==> src/hdl/ctlru_pkg.sv <==
// Package for the cache tag timing block: field widths, register codes,
// reset values and the command and status structs between controller and datapath.
// No dependencies.
package ctlru_pkg;

   // Widths of the request and response fields.
   localparam int ADDR_W = 32;
   localparam int BC_W = 7;
   localparam int CYC_W = 48;
   localparam int DL_W = 16;
   localparam int LAT_W = 32;
   localparam int MISS_W = 2;
   // Internal ready cycle holds sums that can pass the 48-bit cycle range.
   localparam int RDY_W = 50;

   // Configuration port.
   localparam int CSR_IDX_W = 3;
   localparam int CSR_DATA_W = 8;
   localparam logic [CSR_IDX_W-1:0] CSR_HIT_LATENCY = 3'd0;
   localparam logic [CSR_IDX_W-1:0] CSR_MISS_PENALTY = 3'd1;
   localparam logic [CSR_IDX_W-1:0] CSR_REFILL_CYCLES = 3'd2;
   localparam logic [CSR_IDX_W-1:0] CSR_STORE_DRAIN = 3'd3;
   localparam logic [CSR_IDX_W-1:0] CSR_SB_ENTRIES = 3'd4;
   localparam logic [CSR_IDX_W-1:0] CSR_WRITE_ALLOC = 3'd5;

   localparam logic [7:0] HIT_LATENCY_RST = 8'd1;
   localparam logic [7:0] MISS_PENALTY_RST = 8'd0;
   localparam logic [7:0] REFILL_CYCLES_RST = 8'd8;
   localparam logic [7:0] STORE_DRAIN_RST = 8'd1;
   localparam logic [4:0] SB_ENTRIES_RST = 5'd4;
   localparam logic [4:0] SB_ENTRIES_MAX = 5'd16;

   localparam logic [CYC_W-1:0] CYC_MAX = {CYC_W{1'b1}};

   // Default geometry.
   localparam int OFFS_BITS_DEF = 6;
   localparam int SETS_DEF = 64;
   localparam int WAYS_DEF = 4;
   localparam int MAX_ACCESS_BYTES_DEF = 64;

   // Commands from the controller to the datapath.
   typedef struct packed {
      logic clr;
      logic latch;
      logic rd;
      logic check;
      logic scan;
      logic wr;
      logic skip;
      logic next;
      logic st;
      logic fin;
      logic out;
   } cmd_type;

   // Status from the datapath to the controller.
   typedef struct packed {
      logic clr_last;
      logic hit;
      logic alloc;
      logic scan_need;
      logic scan_last;
      logic line_last;
      logic is_store;
   } status_type;

endpackage

==> src/hdl/ctlru_ctrl.sv <==
// Controller state machine of the cache tag timing block.
// Depends on ctlru_pkg for the command and status structs.
module ctlru_ctrl (
   input  logic                  clock,
   input  logic                  reset,
   input  logic                  start,
   output logic                  busy,
   input  ctlru_pkg::status_type status,
   output ctlru_pkg::cmd_type    cmd
);

   localparam logic [3:0] S_CLR  = 4'd0;
   localparam logic [3:0] S_IDLE = 4'd1;
   localparam logic [3:0] S_RD   = 4'd2;
   localparam logic [3:0] S_CK   = 4'd3;
   localparam logic [3:0] S_SC   = 4'd4;
   localparam logic [3:0] S_WR   = 4'd5;
   localparam logic [3:0] S_ST   = 4'd6;
   localparam logic [3:0] S_FN   = 4'd7;
   localparam logic [3:0] S_OUT  = 4'd8;

   logic [3:0] state_ff;
   logic [3:0] state_in;
   logic [3:0] post_state;

   // After the last line, stores go through the drain step.
   assign post_state = status.is_store ? S_ST : S_OUT;
   assign busy = (state_ff != S_IDLE);

   // Next state and commands.
   always_comb begin
      state_in = state_ff;
      cmd = '0;
      case (state_ff)
         S_CLR: begin
            cmd.clr = 1'b1;
            if (status.clr_last) state_in = S_IDLE;
         end
         S_IDLE: begin
            if (start) begin
               cmd.latch = 1'b1;
               state_in = S_RD;
            end
         end
         S_RD: begin
            cmd.rd = 1'b1;
            state_in = S_CK;
         end
         S_CK: begin
            cmd.check = 1'b1;
            if (status.hit) begin
               state_in = S_WR;
            end else if (!status.alloc) begin
               cmd.skip = 1'b1;
               if (status.line_last) begin
                  state_in = post_state;
               end else begin
                  cmd.next = 1'b1;
                  state_in = S_RD;
               end
            end else if (status.scan_need) begin
               state_in = S_SC;
            end else begin
               state_in = S_WR;
            end
         end
         S_SC: begin
            cmd.scan = 1'b1;
            if (status.scan_last) state_in = S_WR;
         end
         S_WR: begin
            cmd.wr = 1'b1;
            if (status.line_last) begin
               state_in = post_state;
            end else begin
               cmd.next = 1'b1;
               state_in = S_RD;
            end
         end
         S_ST: begin
            cmd.st = 1'b1;
            state_in = S_FN;
         end
         S_FN: begin
            cmd.fin = 1'b1;
            state_in = S_OUT;
         end
         S_OUT: begin
            cmd.out = 1'b1;
            state_in = S_IDLE;
         end
         default: begin
            state_in = S_IDLE;
         end
      endcase
   end

   // State register; reset starts the clearing pass.
   always_ff @(posedge clock) begin
      if (reset) begin
         state_ff <= S_CLR;
      end else begin
         state_ff <= state_in;
      end
   end

endmodule

==> config.mk <==
export PLATFORM = sky130hd
export DESIGN_NAME = ctlru_ctrl
export DESIGN_NICKNAME = d
export VERILOG_FILES = /design/src/hdl/ctlru_pkg.sv /design/src/hdl/ctlru_ctrl.sv
export SDC_FILE = /design/constraint.sdc
export NUM_CORES = 1
export LEC_CHECK = 0
export BUFFER_PORTS_ARGS = -buffer_cell sky130_fd_sc_hd__buf_2
export CAP_MARGIN = 10
export CORE_AREA = 2 2 39 41
export DETAILED_ROUTE_END_ITERATION = 8
export DIE_AREA = 0 0 41 43
export PLACE_DENSITY_LB_ADDON = 0.12
export SLEW_MARGIN = 20
export SYNTH_ARGS = -nofsm -noshare
export SYNTH_HDL_FRONTEND = slang
export SYNTH_SLANG_ARGS = --single-unit
==> constraint.sdc <==
create_clock -name clock -period 2.2 [get_ports clock]
set_input_delay 0.33 -clock clock [delete_from_list [all_inputs] [get_ports clock]]
set_output_delay 0.33 -clock clock [all_outputs]
set_load 0.02 [all_outputs]
## After elaboration in Yosys (flattened, before gate mapping)

Index checks and enable logic that the tools add are counted.

- Multiply operators: 0
- Divide/modulo/power cells: 0
- Reduce and logical (&&, ||, !) cells: 2
- $add $sub $neg: 0
- Bitwise gates (word level): 0
- Shift operators: 0
- Multiplexer cells: 24
- Equal/unequal tests: 12
- Magnitude comparators: 0

Operators by type and width:

| cell | number |
|---|---|
| 4-bit case mux with 8 select lines | 1 |
| 4-bit 2-to-1 mux | 7 |
| 4-bit by 3-bit == test with 1-bit output (second input constant) | 4 |
| 1-bit 2-to-1 mux | 13 |
| 4-bit by 2-bit == test with 1-bit output (second input constant) | 2 |
| 2-bit != test (second input constant) | 3 |
| 4-bit by 1-bit == test with 1-bit output (second input constant) | 1 |
| 4-bit == test (second input constant) | 1 |
| 4-bit zero test | 1 |
| 2-bit 2-to-1 mux | 2 |
| 4-bit by 1-bit != test with 1-bit output (second input constant) | 1 |
| 3-bit AND reduction | 1 |
| 1-bit case mux with 2 select lines | 1 |

- Output and inout bits: 12
- Flip-flop bits (word level): 4
- Word-level logic and storage cells: 39
- Input bits: 10
- Latch bits: 0
- Memories: 0
- Bits in writable memories: 0
- ROM bits: 0

## Longest topological paths before layout

- Word-level depth: 5
- Gate-level depth with buffers: 5

## Worst setup path before layout

Ideal clock, no wire load.

- Kind: register to output
- Start: register state_ff[2]
- End: output cmd[4] in the netlist's numbering
- Data arrival time: 1.355 ns
- Data required time: 1.870 ns
- Buffers on the path: 1
- Setup slack: 0.515 ns
- Stages on the path, launching flop included: 4
- Cells stage by stage: dfxtp_1 -> clkbuf_1 -> nand2b_1 -> nor4_1

RTL lines:

| element | RTL line | text |
|---|---|---|
| start, declared | ctlru_ctrl.sv:22 | `logic [3:0] state_ff;` |
| start signal, assigned | ctlru_ctrl.sv:103 | `state_ff <= state_in;` |
| end, declared | ctlru_ctrl.sv:9 | `output ctlru_pkg::cmd_type cmd` |

==> flow_summary.yaml <==
route:
  dr.pass1.iters: 4
  drt_iter0_markers: 7
  final_antenna_net_count: 0
  vias: 437
  via_per_inst: 4.802
  drc: 0
  totalWireLength_um: 985
  wire_per_inst_um: 10.82
floorplanning:
  start_util: 0.2685
  die-area_um2: 1763
  fp.dieH_um: 43
  die_width_um: 41
  rows: 14
  core-area_um2: 1384
  ios: 22
worst_setup_path:
  cp-startpoint: "state_ff[0]"
  r2r_setup_slack_ns: 0.83
  reg2reg_to: "state_ff[0]"
  crit_arrival_ns: 1.53
  worstRegToRegCells: 4
  timing.rr.start: "state_ff[0]"
  critPathSlowestCell: "dfxtp_1"
  path_class: "reg2out"
  path_cells: "nand2b_1 > or3_4 > nor2_1 > buf_2"
  endpoint: "cmd[9]"
  end_kind: "output port"
  critPathBufInv: 1
  cp-start-kind: "register"
  slowest_delay_ns: 0.44
  crit_family: "simple AND/OR/NAND/NOR gates"
  cp_data_required_time_ns: 1.87
  crit_cells: 4
  path_max_fanout: 8
pwr:
  cellPowerDensity_nw_per_um2: 557.3
  leakagePower_nw: 0.2492
  ir_drop_mv: 0.2377
sta:
  finClkSkew_ns: 0.003650
  maxSlewHeadroom: 0.7326
  rsz0062_at_grt: "no"
  period_share: 0.8434
  layout_min_cycle_time_ns: 1.855
  worst_pin_slew_ns: 0.4006
  finalSetupViolations: 0
  fmax_mhz: 539.0
  holdWs_ns: 0.3000
  hold_viol: 0
  report.final.slew_viol_count: 0
  tns_ns: 0
place:
  place_hpwl_um: 754.1
  place_congestion: 0.7143
  port_buffers: 21
synth:
  netlist_area_um2: 371.6
  syn_inst: 53
  syn-num-nets: 63
  syn_area_per_cell_um2: 7.011
  synth.yosys.seq_area_share: 0.2155
  ys_types: 26
  yosys_warnings: 0
  ys_seq_elements: 4
global_routing:
  grtUsageTotal: 0.1325
  grt_max_degree: 14
  grt_pass1_vias: 391
  gr-total-overflow: 0
  grt_pass1_wl_um: 1566
  antenna_found_initial: 0
clock_tree:
  cts_setup_buffers: 0
  clock_latency_ns: 0.24
  holdBufCountCts: 0
  clockBufferDepth: 2
  clock_sinks: 4
  cts_made_buffers: 3
  post_cts_resize_count: 0
  clk_pin_slew_ns: 0.04
  cts_tree: "yes"
  clockRootBuffer: "clkbuf_4"
  h-tree-depth: 1
outcome:
  outcome: "finished, final reports clean"
layout:
  diodes: 0
  nets: 87
  top_regs: "state_ff x4"
  regMostFlops: "state_ff"
  largest_reg_flops: 4
  syn_to_final_growth_pct: 36.36
  drive_gt1_frac: 0.3867
job:
  drv_cap: 0
hold_path:
  hold_class: "in2reg"
## kinds of logic (layout without fill, tap and decap cells)
family | after synthesis | in the layout | share of synthesized area
buffers and inverters | 5 | 27 | 0.07406
DFF | 4 | 4 | 0.2155
muxes | 1 | 1 | 0.03030
and+or+nand+nor | 30 | 30 | 0.4478
AOI/OAI and AO/OA | 13 | 13 | 0.2323
## worst register-to-register path, delay by kind of cell (launching register included)
| kind | cells | cell delay (ns) |
|---|---|---|
| AOI/OAI and AO/OA | 1 | 0.11 |
| DFF | 1 | 0.44 |
| and+or+nand+nor | 3 | 0.75 |
## placed cells by master, fill, tap and decap left out, types with 2 or more instances in the layout
cell,n
a211oi_1,2
nor2b_1,2
dfxtp_1,4
inv_1,2
clkbuf_4,3
o21ai_0,5
nand2b_1,4
buf_2,21
nor3_1,4
nor2_1,9
nand2_1,4
## worst min-delay path by stage
stage / from / endpoint / slack [ns] / cells after the start
final: reset / state_ff[0] / 0.30 / 2
after global routing: reset / state_ff[0] / 0.30 / 2
after CTS: reset / state_ff[0] / 0.30 / 2
after detailed placement: state_ff[3] / state_ff[2] / 0.50 / 1
after global placement: state_ff[3] / state_ff[2] / 0.50 / 1
after floorplan: reset / state_ff[0] / 0.39 / 1
## area by class of cell
class                           instances  area, um2
Timing Repair Buffer                   22      112.6
Fill cell                             170      877.1
Clock buffer                            3      22.52
Inverter                                2      7.507
Multi-Input combinational cell         44      264.0
Sequential cell                         4      80.08
Tap cell                               16      20.02
## layer usage
metal | GRT usage | routed length [um]
met4 | 0.06000 | 0
met3 | 0.06283 | 93
met2 | 0.1813 | 429
met1 | 0.1704 | 463
met5 | 0 | 0
## synth_stat cells
cell      number  area share
nand2b_4       1       0.037
inv_1          2       0.020
clkbuf_1       1       0.010
nand2_1        4       0.040
nand3b_1       1       0.020
a21oi_1        1       0.013
or3_4          1       0.030
a211oi_1       2       0.040
buf_6          1       0.030
mux2_2         1       0.030
o31ai_1        1       0.020
a21oi_2        1       0.024
nor3_1         4       0.054
dfxtp_1        4        0.22
o21ai_0        5       0.067
nand2b_1       4       0.067
or2_1          1       0.017
buf_2          1       0.013
nor4_1         1       0.017
nor2b_1        2       0.034
nor2_1         9       0.091
a21o_1         1       0.020
a32oi_1        1       0.024
or3_1          1       0.017
nor4b_1        1       0.024
o32ai_1        1       0.024
## per-stage QoR
step	power (W)	setup slack, ns	instance area (um2)	cells	utilization
final	0.0002824	0.3446	506.7	91	0.3662
after floorplan	0.0001639	0.5147	371.6	53	-
after CTS	0.0002889	0.3193	506.7	91	0.3662
after detailed placement	0.0001925	0.5795	484.2	88	0.3499
after global placement	0.0001935	0.5867	484.2	88	0.3499
after global routing	0.0003054	0.2084	506.7	91	0.3662
## where the power goes
part	internal, W	switching [W]	total, W
logic	0.0000443	0.0000598	0.000104
clock network	0.0000611	0.0000310	0.0000921
registers	0.0000782	0.00000793	0.0000861
(Power assumes the default switching activity.)
